==> config.mk <==
export PLATFORM = sky130hd
export DESIGN_NAME = token_bucket_transmit_limiter_unit
export DESIGN_NICKNAME = d
export VERILOG_FILES = /design/src/rtl/core/tbtl_pkg.sv /design/src/rtl/core/tbtl_alu.sv /design/src/rtl/core/tbtl_mul.sv /design/src/rtl/core/token_bucket_transmit_limiter_unit.sv
export SDC_FILE = /design/constraint.sdc
export NUM_CORES = 2
export LEC_CHECK = 0
export BUFFER_PORTS_ARGS = -buffer_cell sky130_fd_sc_hd__buf_2
export CORE_ASPECT_RATIO = 0.6
export CORE_MARGIN = 1
export CORE_UTILIZATION = 64
export DETAILED_ROUTE_END_ITERATION = 12
export PLACE_DENSITY_LB_ADDON = 0.2
export SLEW_MARGIN = 15
export SYNTH_ARGS = -nofsm -noshare
export SYNTH_HDL_FRONTEND = slang
export SYNTH_SLANG_ARGS = --single-unit
==> constraint.sdc <==
create_clock -name clk -period 8.11 [get_ports clk]
set_input_delay 1.622 -clock clk [delete_from_list [all_inputs] [get_ports clk]]
set_output_delay 1.622 -clock clk [all_outputs]
set_load 0.05 [all_outputs]
==> src/rtl/core/tbtl_pkg.sv <==
// Shared types and constants of the token bucket transmit limiter.
// No dependencies; every other file of the block refers to this package.

package tbtl_pkg;

    localparam int TICK_W = 32;
    localparam int TOK_W  = 24;
    localparam int RATE_W = 16;
    localparam int SIZE_W = 12;
    localparam int PROD_W = TICK_W + RATE_W;
    // The widest value the shared unit sees is a refill product plus a token count.
    localparam int ALU_W  = PROD_W + 1;

    localparam logic [TICK_W-1:0] GAP_RESET  = 32'd100;
    localparam logic [TOK_W-1:0]  CAP_RESET  = 24'd1024;
    localparam logic [RATE_W-1:0] RATE_RESET = 16'd1;

    localparam int CFG_IDX_W  = 2;
    localparam int CFG_DATA_W = TICK_W;

    localparam logic [CFG_IDX_W-1:0] REG_MIN_GAP  = 2'd0;
    localparam logic [CFG_IDX_W-1:0] REG_CAPACITY = 2'd1;
    localparam logic [CFG_IDX_W-1:0] REG_RATE     = 2'd2;

    typedef enum logic [1:0] {
        ST_ALLOWED  = 2'd0,
        ST_DEFERRED = 2'd1,
        ST_INVALID  = 2'd2,
        ST_LOCKED   = 2'd3
    } status_t;

    typedef enum logic {
        ALU_ADD = 1'b0,
        ALU_SUB = 1'b1
    } alu_op_t;

    typedef struct packed {
        alu_op_t          op;
        logic             cin;
        logic [ALU_W-1:0] a;
        logic [ALU_W-1:0] b;
    } alu_req_t;

endpackage

==> src/rtl/core/tbtl_alu.sv <==
// Shared add/subtract unit of the token bucket limiter.
// Depends on tbtl_pkg for the request type and the datapath width.

module tbtl_alu (
    input  tbtl_pkg::alu_req_t          req,
    // Top bit is the carry of an add or the borrow of a subtract.
    output logic [tbtl_pkg::ALU_W:0]    res
);

    always_comb
    begin
        case (req.op)
            tbtl_pkg::ALU_ADD:
            begin
                res = {1'b0, req.a} + {1'b0, req.b} + {{tbtl_pkg::ALU_W{1'b0}}, req.cin};
            end
            tbtl_pkg::ALU_SUB:
            begin
                res = {1'b0, req.a} - {1'b0, req.b};
            end
            default:
            begin
                res = '0;
            end
        endcase
    end

endmodule

==> src/rtl/core/tbtl_mul.sv <==
// Registered refill multiplier: elapsed ticks times the refill rate.
// Depends on tbtl_pkg for the field widths.

module tbtl_mul (
    input  logic                          clk,
    input  logic [tbtl_pkg::TICK_W-1:0]   elapsed,
    input  logic [tbtl_pkg::RATE_W-1:0]   rate,
    output logic [tbtl_pkg::PROD_W-1:0]   prod_reg
);

    always_ff @(posedge clk)
    begin
        prod_reg <= tbtl_pkg::PROD_W'(elapsed) * tbtl_pkg::PROD_W'(rate);
    end

endmodule

==> src/rtl/core/token_bucket_transmit_limiter_unit.sv <==
// Top level of the token bucket transmit limiter: sequencer, state and ports.
// Depends on tbtl_pkg, tbtl_alu and tbtl_mul.

// A byte token bucket with a minimum gap between recorded transmissions. Each input
// transaction carries a command (evaluate or record), a tick and a datagram size and
// yields exactly one result transaction. One item is handled at a time: s_tready is
// high only while the sequencer is idle. An invalid size or a blocked policy goes from
// S_CHECK straight to S_OUT; the longest path adds the compare, refill and cap steps
// and the divide steps of the serial wait divider, which yields D quotient bits, where
// D = clog2(MAX_DATAGRAM + 1). The steps run in turn on the single shared add/subtract
// unit: tick and token compares, refill sum, cap check, divide steps, spend and tick sums.
// A finished result sits in the output register while the next item is accepted.
// Writing MIN_GAP, CAPACITY or RATE refills the bucket and restarts tick tracking.

module token_bucket_transmit_limiter_unit #(
    parameter int MAX_DATAGRAM = 255
) (
    input  logic                                clk,
    input  logic                                rst_n,
    input  logic                                s_tvalid,
    output logic                                s_tready,
    // now_time [31:0], packet_bytes [43:32], zero fill [47:44]
    input  logic [47:0]                         s_tdata,
    // cmd [0]
    input  logic                                s_tuser,
    output logic                                m_tvalid,
    input  logic                                m_tready,
    // ready_tick [31:0], tokens_left [55:32]
    output logic [55:0]                         m_tdata,
    // status [1:0], block_valid [2]
    output logic [2:0]                          m_tuser,
    input  logic                                cfg_wr_en,
    input  logic [tbtl_pkg::CFG_IDX_W-1:0]      cfg_wr_index,
    input  logic [tbtl_pkg::CFG_DATA_W-1:0]     cfg_wr_data
);

    localparam int TICK_W = tbtl_pkg::TICK_W;
    localparam int TOK_W  = tbtl_pkg::TOK_W;
    localparam int RATE_W = tbtl_pkg::RATE_W;
    localparam int SIZE_W = tbtl_pkg::SIZE_W;
    localparam int ALU_W  = tbtl_pkg::ALU_W;
    localparam int DEF_W  = $clog2(MAX_DATAGRAM + 1);
    localparam int CNT_W  = $clog2(DEF_W + 1);
    localparam logic POLICY_RESET = (tbtl_pkg::GAP_RESET != '0) &&
                                    (tbtl_pkg::CAP_RESET >= TOK_W'(MAX_DATAGRAM)) &&
                                    (tbtl_pkg::RATE_RESET != '0);

    typedef enum logic [3:0] {
        S_IDLE,
        S_CHECK,
        S_CMP_LAST,
        S_MUL,
        S_ADD,
        S_CAP,
        S_CMP_GAP,
        S_CMP_TOK,
        S_DIV,
        S_SAT,
        S_SPEND,
        S_GAPSET,
        S_OUT
    } state_t;

    state_t                   state_reg;

    logic [TICK_W-1:0]        gap_reg;
    logic [TOK_W-1:0]         cap_reg;
    logic [RATE_W-1:0]        rate_reg;
    logic [TICK_W-1:0]        gap_next;
    logic [TOK_W-1:0]         cap_next;
    logic [RATE_W-1:0]        rate_next;
    logic                     cfg_hit;
    logic                     policy_next;

    logic [TOK_W-1:0]         tok_reg;
    logic [TICK_W-1:0]        last_reg;
    logic                     running_reg;
    logic [TICK_W-1:0]        next_ok_reg;
    logic                     policy_reg;

    logic                     cmd_reg;
    logic [TICK_W-1:0]        now_reg;
    logic [SIZE_W-1:0]        size_reg;
    tbtl_pkg::status_t        status_reg;
    logic [TICK_W-1:0]        ready_reg;
    logic [TICK_W-1:0]        elapsed_reg;
    logic [ALU_W-1:0]         sum_reg;
    logic [RATE_W-1:0]        rem_reg;
    logic [DEF_W-1:0]         quot_reg;
    logic [CNT_W-1:0]         cnt_reg;

    logic                     m_tvalid_reg;
    logic [1:0]               out_status_reg;
    logic [TICK_W-1:0]        out_ready_reg;
    logic                     out_valid_reg;
    logic [TOK_W-1:0]         out_tok_reg;

    tbtl_pkg::alu_req_t       alu_req;
    logic [ALU_W:0]           alu_res;
    logic                     borrow;
    logic [TICK_W-1:0]        sat_tick;
    logic [tbtl_pkg::PROD_W-1:0] prod;
    logic                     size_bad;

    tbtl_alu u_alu (
        .req (alu_req),
        .res (alu_res)
    );

    tbtl_mul u_mul (
        .clk      (clk),
        .elapsed  (elapsed_reg),
        .rate     (rate_reg),
        .prod_reg (prod)
    );

    assign borrow   = alu_res[ALU_W];
    assign sat_tick = (|alu_res[ALU_W:TICK_W]) ? '1 : alu_res[TICK_W-1:0];
    assign size_bad = (size_reg == '0) || (size_reg > SIZE_W'(MAX_DATAGRAM));

    // Register values after a write; a restart takes its policy from these.
    always_comb
    begin
        gap_next  = gap_reg;
        cap_next  = cap_reg;
        rate_next = rate_reg;
        cfg_hit   = 1'b0;
        if (cfg_wr_en)
        begin
            case (cfg_wr_index)
                tbtl_pkg::REG_MIN_GAP:
                begin
                    gap_next = cfg_wr_data;
                    cfg_hit  = 1'b1;
                end
                tbtl_pkg::REG_CAPACITY:
                begin
                    cap_next = cfg_wr_data[TOK_W-1:0];
                    cfg_hit  = 1'b1;
                end
                tbtl_pkg::REG_RATE:
                begin
                    rate_next = cfg_wr_data[RATE_W-1:0];
                    cfg_hit   = 1'b1;
                end
                default:
                begin
                    cfg_hit = 1'b0;
                end
            endcase
        end
        policy_next = (gap_next != '0) && (cap_next >= TOK_W'(MAX_DATAGRAM)) &&
                      (rate_next != '0);
    end

    // Operand selection for the shared unit, one operation per sequencer step.
    always_comb
    begin
        alu_req.op  = tbtl_pkg::ALU_SUB;
        alu_req.cin = 1'b0;
        alu_req.a   = '0;
        alu_req.b   = '0;
        case (state_reg)
            S_CMP_LAST:
            begin
                alu_req.a = ALU_W'(now_reg);
                alu_req.b = ALU_W'(last_reg);
            end
            S_ADD:
            begin
                alu_req.op = tbtl_pkg::ALU_ADD;
                alu_req.a  = ALU_W'(prod);
                alu_req.b  = ALU_W'(tok_reg);
            end
            S_CAP:
            begin
                alu_req.a = sum_reg;
                alu_req.b = ALU_W'(cap_reg);
            end
            S_CMP_GAP:
            begin
                alu_req.a = ALU_W'(now_reg);
                alu_req.b = ALU_W'(next_ok_reg);
            end
            S_CMP_TOK:
            begin
                alu_req.a = ALU_W'(size_reg);
                alu_req.b = ALU_W'(tok_reg);
            end
            S_DIV:
            begin
                alu_req.a = ALU_W'({rem_reg, quot_reg[DEF_W-1]});
                alu_req.b = ALU_W'(rate_reg);
            end
            S_SAT:
            begin
                // Rounding the quotient up rides on the carry input.
                alu_req.op  = tbtl_pkg::ALU_ADD;
                alu_req.cin = (rem_reg != '0);
                alu_req.a   = ALU_W'(now_reg);
                alu_req.b   = ALU_W'(quot_reg);
            end
            S_SPEND:
            begin
                alu_req.a = ALU_W'(tok_reg);
                alu_req.b = ALU_W'(size_reg);
            end
            S_GAPSET:
            begin
                alu_req.op = tbtl_pkg::ALU_ADD;
                alu_req.a  = ALU_W'(now_reg);
                alu_req.b  = ALU_W'(gap_reg);
            end
            default:
            begin
                alu_req.op = tbtl_pkg::ALU_SUB;
            end
        endcase
    end

    always_ff @(posedge clk or negedge rst_n)
    begin
        if (!rst_n)
        begin
            state_reg      <= S_IDLE;
            gap_reg        <= tbtl_pkg::GAP_RESET;
            cap_reg        <= tbtl_pkg::CAP_RESET;
            rate_reg       <= tbtl_pkg::RATE_RESET;
            tok_reg        <= tbtl_pkg::CAP_RESET;
            last_reg       <= '0;
            running_reg    <= 1'b0;
            next_ok_reg    <= '0;
            policy_reg     <= POLICY_RESET;
            cmd_reg        <= 1'b0;
            now_reg        <= '0;
            size_reg       <= '0;
            status_reg     <= tbtl_pkg::ST_INVALID;
            ready_reg      <= '0;
            elapsed_reg    <= '0;
            sum_reg        <= '0;
            rem_reg        <= '0;
            quot_reg       <= '0;
            cnt_reg        <= '0;
            m_tvalid_reg   <= 1'b0;
            out_status_reg <= '0;
            out_ready_reg  <= '0;
            out_valid_reg  <= 1'b0;
            out_tok_reg    <= '0;
        end
        else
        begin
            // In S_OUT the output register is reloaded below instead.
            if (m_tvalid_reg && m_tready && (state_reg != S_OUT))
            begin
                m_tvalid_reg <= 1'b0;
            end

            if (cfg_hit)
            begin
                gap_reg     <= gap_next;
                cap_reg     <= cap_next;
                rate_reg    <= rate_next;
                tok_reg     <= cap_next;
                last_reg    <= '0;
                running_reg <= 1'b0;
                next_ok_reg <= '0;
                policy_reg  <= policy_next;
            end

            case (state_reg)
                S_IDLE:
                begin
                    if (s_tvalid)
                    begin
                        cmd_reg   <= s_tuser;
                        now_reg   <= s_tdata[TICK_W-1:0];
                        size_reg  <= s_tdata[TICK_W+SIZE_W-1:TICK_W];
                        ready_reg <= '0;
                        state_reg <= S_CHECK;
                    end
                end
                S_CHECK:
                begin
                    if (!policy_reg || size_bad)
                    begin
                        status_reg <= tbtl_pkg::ST_INVALID;
                        if (cmd_reg)
                        begin
                            policy_reg <= 1'b0;
                        end
                        state_reg <= S_OUT;
                    end
                    else
                    begin
                        state_reg <= S_CMP_LAST;
                    end
                end
                S_CMP_LAST:
                begin
                    if (!running_reg)
                    begin
                        running_reg <= 1'b1;
                        last_reg    <= now_reg;
                        state_reg   <= S_CMP_GAP;
                    end
                    else if (borrow)
                    begin
                        status_reg <= tbtl_pkg::ST_LOCKED;
                        policy_reg <= 1'b0;
                        state_reg  <= S_OUT;
                    end
                    else
                    begin
                        elapsed_reg <= alu_res[TICK_W-1:0];
                        state_reg   <= (alu_res[TICK_W-1:0] == '0) ? S_CMP_GAP : S_MUL;
                    end
                end
                S_MUL:
                begin
                    state_reg <= S_ADD;
                end
                S_ADD:
                begin
                    sum_reg   <= alu_res[ALU_W-1:0];
                    last_reg  <= now_reg;
                    state_reg <= S_CAP;
                end
                S_CAP:
                begin
                    tok_reg   <= borrow ? sum_reg[TOK_W-1:0] : cap_reg;
                    state_reg <= S_CMP_GAP;
                end
                S_CMP_GAP:
                begin
                    if (borrow)
                    begin
                        status_reg <= tbtl_pkg::ST_DEFERRED;
                        ready_reg  <= next_ok_reg;
                        if (cmd_reg)
                        begin
                            policy_reg <= 1'b0;
                        end
                        state_reg <= S_OUT;
                    end
                    else
                    begin
                        state_reg <= S_CMP_TOK;
                    end
                end
                S_CMP_TOK:
                begin
                    // size - tokens positive means a deficit to wait for.
                    if (!borrow && (alu_res[SIZE_W-1:0] != '0))
                    begin
                        quot_reg  <= alu_res[DEF_W-1:0];
                        rem_reg   <= '0;
                        cnt_reg   <= '0;
                        state_reg <= S_DIV;
                    end
                    else
                    begin
                        status_reg <= tbtl_pkg::ST_ALLOWED;
                        ready_reg  <= now_reg;
                        state_reg  <= cmd_reg ? S_SPEND : S_OUT;
                    end
                end
                S_DIV:
                begin
                    // Restoring division, one quotient bit per cycle.
                    if (borrow)
                    begin
                        rem_reg <= {rem_reg[RATE_W-2:0], quot_reg[DEF_W-1]};
                    end
                    else
                    begin
                        rem_reg <= alu_res[RATE_W-1:0];
                    end
                    quot_reg <= DEF_W'({quot_reg, !borrow});
                    cnt_reg  <= cnt_reg + 1'b1;
                    if (cnt_reg == CNT_W'(DEF_W - 1))
                    begin
                        state_reg <= S_SAT;
                    end
                end
                S_SAT:
                begin
                    status_reg <= tbtl_pkg::ST_DEFERRED;
                    ready_reg  <= sat_tick;
                    if (cmd_reg)
                    begin
                        policy_reg <= 1'b0;
                    end
                    state_reg <= S_OUT;
                end
                S_SPEND:
                begin
                    tok_reg   <= alu_res[TOK_W-1:0];
                    state_reg <= S_GAPSET;
                end
                S_GAPSET:
                begin
                    next_ok_reg <= sat_tick;
                    state_reg   <= S_OUT;
                end
                S_OUT:
                begin
                    if (!m_tvalid_reg || m_tready)
                    begin
                        m_tvalid_reg   <= 1'b1;
                        out_status_reg <= status_reg;
                        out_ready_reg  <= ready_reg;
                        out_valid_reg  <= policy_reg;
                        out_tok_reg    <= tok_reg;
                        state_reg      <= S_IDLE;
                    end
                end
                default:
                begin
                    state_reg <= S_IDLE;
                end
            endcase
        end
    end

    assign s_tready = (state_reg == S_IDLE);
    assign m_tvalid = m_tvalid_reg;
    assign m_tdata  = {out_tok_reg, out_ready_reg};
    assign m_tuser  = {out_valid_reg, out_status_reg};

`ifndef SYNTH
    a_busy_after_accept : assert property (@(posedge clk) disable iff (!rst_n)
        s_tvalid && s_tready |=> !s_tready)
        else $error("limiter accepted a transaction while busy");

    a_policy_sticky : assert property (@(posedge clk) disable iff (!rst_n)
        !policy_reg && !cfg_wr_en |=> !policy_reg)
        else $error("policy became valid without a configuration write");

    a_tokens_capped : assert property (@(posedge clk) disable iff (!rst_n)
        tok_reg <= cap_reg)
        else $error("token count above bucket capacity");

    a_locked_invalid : assert property (@(posedge clk) disable iff (!rst_n)
        m_tvalid && (m_tuser[1:0] == tbtl_pkg::ST_LOCKED) |-> !m_tuser[2])
        else $error("locked result reports a valid policy");
`endif

endmodule

=== Yosys cells after proc, flatten, opt, wreduce, memory -nomap -nowiden ===
Index checks and enable logic that the tools add are counted.

* Logic and storage cells: 155
* Bits in writable memories: 0
* Bits in latches: 0
* Memories: 0
* Bits in read-only memories: 0
* Input port bits: 88
* Output and inout bits: 61
* Bits in registers: 462

* $add $sub $neg: 4
* Shift-type cells: 0
* Equal/unequal tests: 25
* Multipliers: 1
* Div/mod/pow operators: 0
* Order comparisons: 2
* Reduce and logical (&&, ||, !) cells: 35
* Bitwise operators: 1
* Mux-type cells: 62

{| class="wikitable"
|+ Operator list
! kind !! number
|-
| case mux 98 bit (9 select lines) || 1
|-
| 2-to-1 mux 32 bit || 10
|-
| case mux 32 bit (4 select lines) || 1
|-
| case mux 50 bit (2 select lines) || 1
|-
| 2-to-1 mux 24 bit || 4
|-
| 2-to-1 mux 16 bit || 4
|-
| case mux 32 bit (2 select lines) || 1
|-
| adder 49 x 49 -> 50 bit || 1
|-
| adder 50 x 1 -> 50 bit || 1
|-
| subtractor 49 x 49 -> 50 bit || 1
|-
| multiplier 32 x 16 -> 48 bit || 1
|-
| case mux 24 bit (2 select lines) || 1
|-
| case mux 4 bit (12 select lines) || 1
|-
| zero test 32 bit || 1
|-
| 2-to-1 mux 4 bit || 8
|-
| case mux 16 bit (2 select lines) || 1
|-
| nonzero test 16 bit || 2
|-
| nonzero test 32 bit || 1
|-
| >= comparator 24 x 8 -> 1 bit (second input constant) || 1
|-
| equality test 4 x 3 -> 1 bit (second input constant) || 5
|-
| equality test 4 bit (second input constant) || 5
|-
| != test 2 bit (second input constant) || 9
|-
| OR reduction 18 bit || 1
|-
| 2-to-1 mux 1 bit || 16
|-
| other kinds (32) || 52
|}

=== Depth between registers and ports, before layout ===
* Word-level depth: 10
* Mapped depth: 28
* Depth with buffers taken out: 27

=== By module ===
Synthesis repeated with hierarchy kept, for this count alone.

* Cell total of the unflattened synthesis: 4701
* Area total of the unflattened synthesis: 43013.8 µm²

{| class="wikitable"
|+ By module, submodules not included
! module !! cells each !! area each (µm²) !! times used
|-
| token_bucket_transmit_limiter_unit || 1836 || 19583.8 || 1
|-
| tbtl_mul || 1938 || 17307.8 || 1
|-
| tbtl_alu || 927 || 6122.1 || 1
|}

=== Worst setup path before layout ===
No wires, ideal clock.

* Kind: register to register
* Start point: register rate_reg[4]
* End point: register u_mul.prod_reg[39] in the netlist's numbering
* Clock period less this slack: 6.475 ns
* Setup time: 0.072 ns
* Path buffers: 2
* Stages on the path, launching flop included: 29
* Slack: 1.635 ns
* Data arrival time: 6.403 ns
* Cell sequence: dfrtp_1 clkbuf_1 clkbuf_1 nand2_1 fa_1 inv_1 fa_1 inv_1 fa_1 inv_1 fa_1 inv_1 fa_1 fa_1 inv_1 ha_1 nor2_1 nor2_1 nor2_1 nor2_1 a211o_1 a211o_1 a21oi_1 a31oi_1 a21o_1 a21o_1 a21o_1 a21oi_1 xnor2_1

* Word-level cells in the longest chain between the ends: 1

{| class="wikitable"
|+ Ends and longest elaborated chain
! element !! RTL line !! text
|-
| start, declared || token_bucket_transmit_limiter_unit.sv:68 || <nowiki>logic [RATE_W-1:0] rate_reg;</nowiki>
|-
| start signal, assigned || token_bucket_transmit_limiter_unit.sv:228 || <nowiki>rate_reg <= tbtl_pkg::RATE_RESET;</nowiki>
|-
| start signal, assigned || token_bucket_transmit_limiter_unit.sv:262 || <nowiki>rate_reg <= rate_next;</nowiki>
|-
| multiplier 32 x 16 -> 48 bit || tbtl_mul.sv:13 || <nowiki>prod_reg <= tbtl_pkg::PROD_W'(elapsed) * tbtl_pkg::PROD_W'(rate);</nowiki>
|-
| end signal, assigned || tbtl_mul.sv:13 ||
|-
| end, declared || tbtl_mul.sv:8 || <nowiki>output logic [tbtl_pkg::PROD_W-1:0] prod_reg</nowiki>
|}

Every way passes these cells.
A chain may end at the register's enable or synchronous reset.

=== Worst setup path after layout ===
* Start point: register rate_reg[8]
* End point: register u_mul.prod_reg[47] in the netlist's numbering

Same word-level chain as after synthesis.

==> impl_results.md <==
- Status: finished, final reports clean
- Final critical-path share of the clock period: 95.4%
- Tightest Pin Transition: 1.09 ns
- Worst-Skew Late Latency: 0.59 ns
- Via/cell ratio: 6.49
- Cell Area, Placed: 43600 sq um
- Share of cells above drive strength 1: 12.7%
- Mux share of post-synthesis cell area: 5.62%
- Final instance area: 45100 sq um
- GP Congestion: 1.04
- Post-synth EDFFs: 0
- Async SR Flop Fraction: 89.6%
- Critical path peak fanout: 18
- DP HPWL: 109000 um
- Total iterations of the first detailed-routing run: 13
- Yosys Warn Count: 0
- Post-Synth Simple-Gate Area: 16.8%
- Setup violators final: 0
- Compound-Gate Fraction of Synth Area: 14.7%
- IO Pins: 149
- Gr usage total: 43.3%
- Total gr overflow: 0
- Vias: 36300
- Num CTS Buffers: 41
- XOR/XNOR share of the synthesized area: 2.07%
- Slew Viols, Final: 0
- Largest net degree at the start of global routing: 176
- Area grow syn2layout: 8.55%
- Cell Area, Synth: 41500 sq um
- Hold slack: 0.466 ns
- Fin nets: 5408
- Total Wirelength: 141000 um
- Max cap viols: 0
- Area share of the largest cell type after synthesis: 24.5%
- Cts repair resizes: 0
- IO Port Bufs: 144
- Hold buffers post-CTS: 0
- Post-synthesis sequential area ratio: 27.3%
- Most common cell in the netlist: nand2_1
- Relative slew margins: 27.2%
- Longest Clk Path Bufs: 3
- Main flop type after synthesis: dfrtp_1
- Reg2reg setup slack: 0.37 ns
- H-tree Lvls: 2
- RSZ-0062 raised after global routing: no
- Max reg flops: 49
- Crit end category: flop
- Util after Layout: 71.1%
- Row count: 71
- Clk root buf: clkbuf_16
- Yosys cell types: 95
- Worst-case clock skew: 0.0228 ns
- Num Clock Sinks: 462
- Die extent in x: 331 um
- Initial Utilization: 65.5%
- Core area: 63400 sq um
- Required time worst endpoint: 8.58 ns
- CTS tree: yes
- First-pass GRT wire length: 215000 um
- Wire length per cell: 25.1 um
- Synth area leaders: dfrtp_1 (24%), fa_1 (20%), nand2_1 (7.4%), ha_1 (5.5%), inv_1 (5.1%)
- Final Hold Vio Count: 0
- Post-synth top cells: nand2_1 (815), inv_1 (568), fa_1 (420)
- Initial antenna violation count: 13
- Vias in the first global route: 35300
- Fmax: 0.129 GHz
- DR iter-0 viols: 5162
- Setup bufs post-CTS: 0
- Setup TNS: 0 ns
- Adder-Cell Fraction of Synth Area: 25.8%
- DR DRC count: 0
- Net count after synthesis: 5340
- Crit path launch type: flop
- Critical path type: reg -> reg
- Worst Hold Class: reg -> reg
- Final critical-path required period: 7.74 ns
- Die height: 199 um
- Worst EP arrival: 8.21 ns
- #FFs+latches synth: 462
- Final ANT Viol Nets: 0
- Avg Synthesized Cell Area: 8.94 sq um
- Mapped Cells: 4648
- Clk pin slew, worst setup/hold paths: 0.07 ns
- Largest family of logic cells by synthesized area: adder cells
- Die area: 66000 sq um
- Leading area contributor after synthesis: dfrtp_1
-- critical path: stages, from the launching register on --
cell	delay, ns
dfrtp_1	0.94
buf_4	0.40
nand2_1	0.11
fa_1	0.51
inv_1	0.05
fa_1	0.48
fa_1	0.58
fa_1	0.43
fa_1	0.49
inv_1	0.06
fa_1	0.48
inv_1	0.04
ha_1	0.38
a21oi_1	0.12
o21bai_1	0.22
a21o_1	0.15
a21o_1	0.27
a211o_1	0.33
a21oi_1	0.14
a31oi_1	0.38
a211oi_1	0.16
or3_1	0.48
o21ai_0	0.19
a21oi_1	0.10
xnor2_1	0.12
-- per-layer routing --
layer | vias to the layer above | global-route usage, % | wire length (um)
li1 | 15600 | - | -
met1 | 17700 | 64.7 | 58600
met2 | 2565 | 60.8 | 57000
met3 | 356 | 11.9 | 19400
met4 | 8 | 13.8 | 5430
met5 | - | 0 | 48
-- worst paths after layout --
path | endpoint | startpoint | depth (start not counted)
max | u_mul.prod_reg[47] | rate_reg[8] | 24
min | sum_reg[48] | u_mul.prod_reg[47] | 2
max reg2reg | u_mul.prod_reg[47] | rate_reg[8] | 24
min reg2reg | sum_reg[48] | u_mul.prod_reg[47] | 2
max in group asynchronous | sum_reg[45] | rst_n | 2
min in group asynchronous | out_tok_reg[6] | rst_n | 1
-- layout make-up --
type                       instances  area [sq um]
sequential                       462         11300
timing repair buffer             302          2020
multi-input combinational       3340         27100
clock buffer                      55          1180
inverter                         569          2140
fill                            4911         18300
tap                              839          1050
clock inverter                    20           274
antenna                            6          15.0
-- through the flow --
step | setup slack (ns) | instances
after global placement | 0.691 | 5512
after CTS | 0.603 | 5587
after global routing | 0.116 | 5589
final | 0.370 | 5593
after floorplan | 1.64 | 4648
after detailed placement | 0.622 | 5512
-- kinds of logic (layout without fill, tap and decap cells) --
kind of cell | Yosys count | after routing
simple gates | 1510 | 1510
compound gates | 916 | 916
buf+inv | 846 | 946
fa+ha+maj | 604 | 604
flops | 462 | 462
mux | 212 | 212
xor+xnor | 98 | 98
other cells | 0 | 6
-- cell usage in the layout, fill, tap and decap left out, types with 143 or more instances in the layout --
cell type	instances
o21ai_0	173
and2_1	183
nand2_1	812
buf_4	150
a21oi_1	234
ha_1	184
fa_1	420
mux2_2	167
dfrtp_1	406
inv_1	568
nor2_1	172
buf_2	143
Power is left out: the tool's default activity adds up to more than one toggle a clock period on the data nets, which glitch-free logic cannot reach.
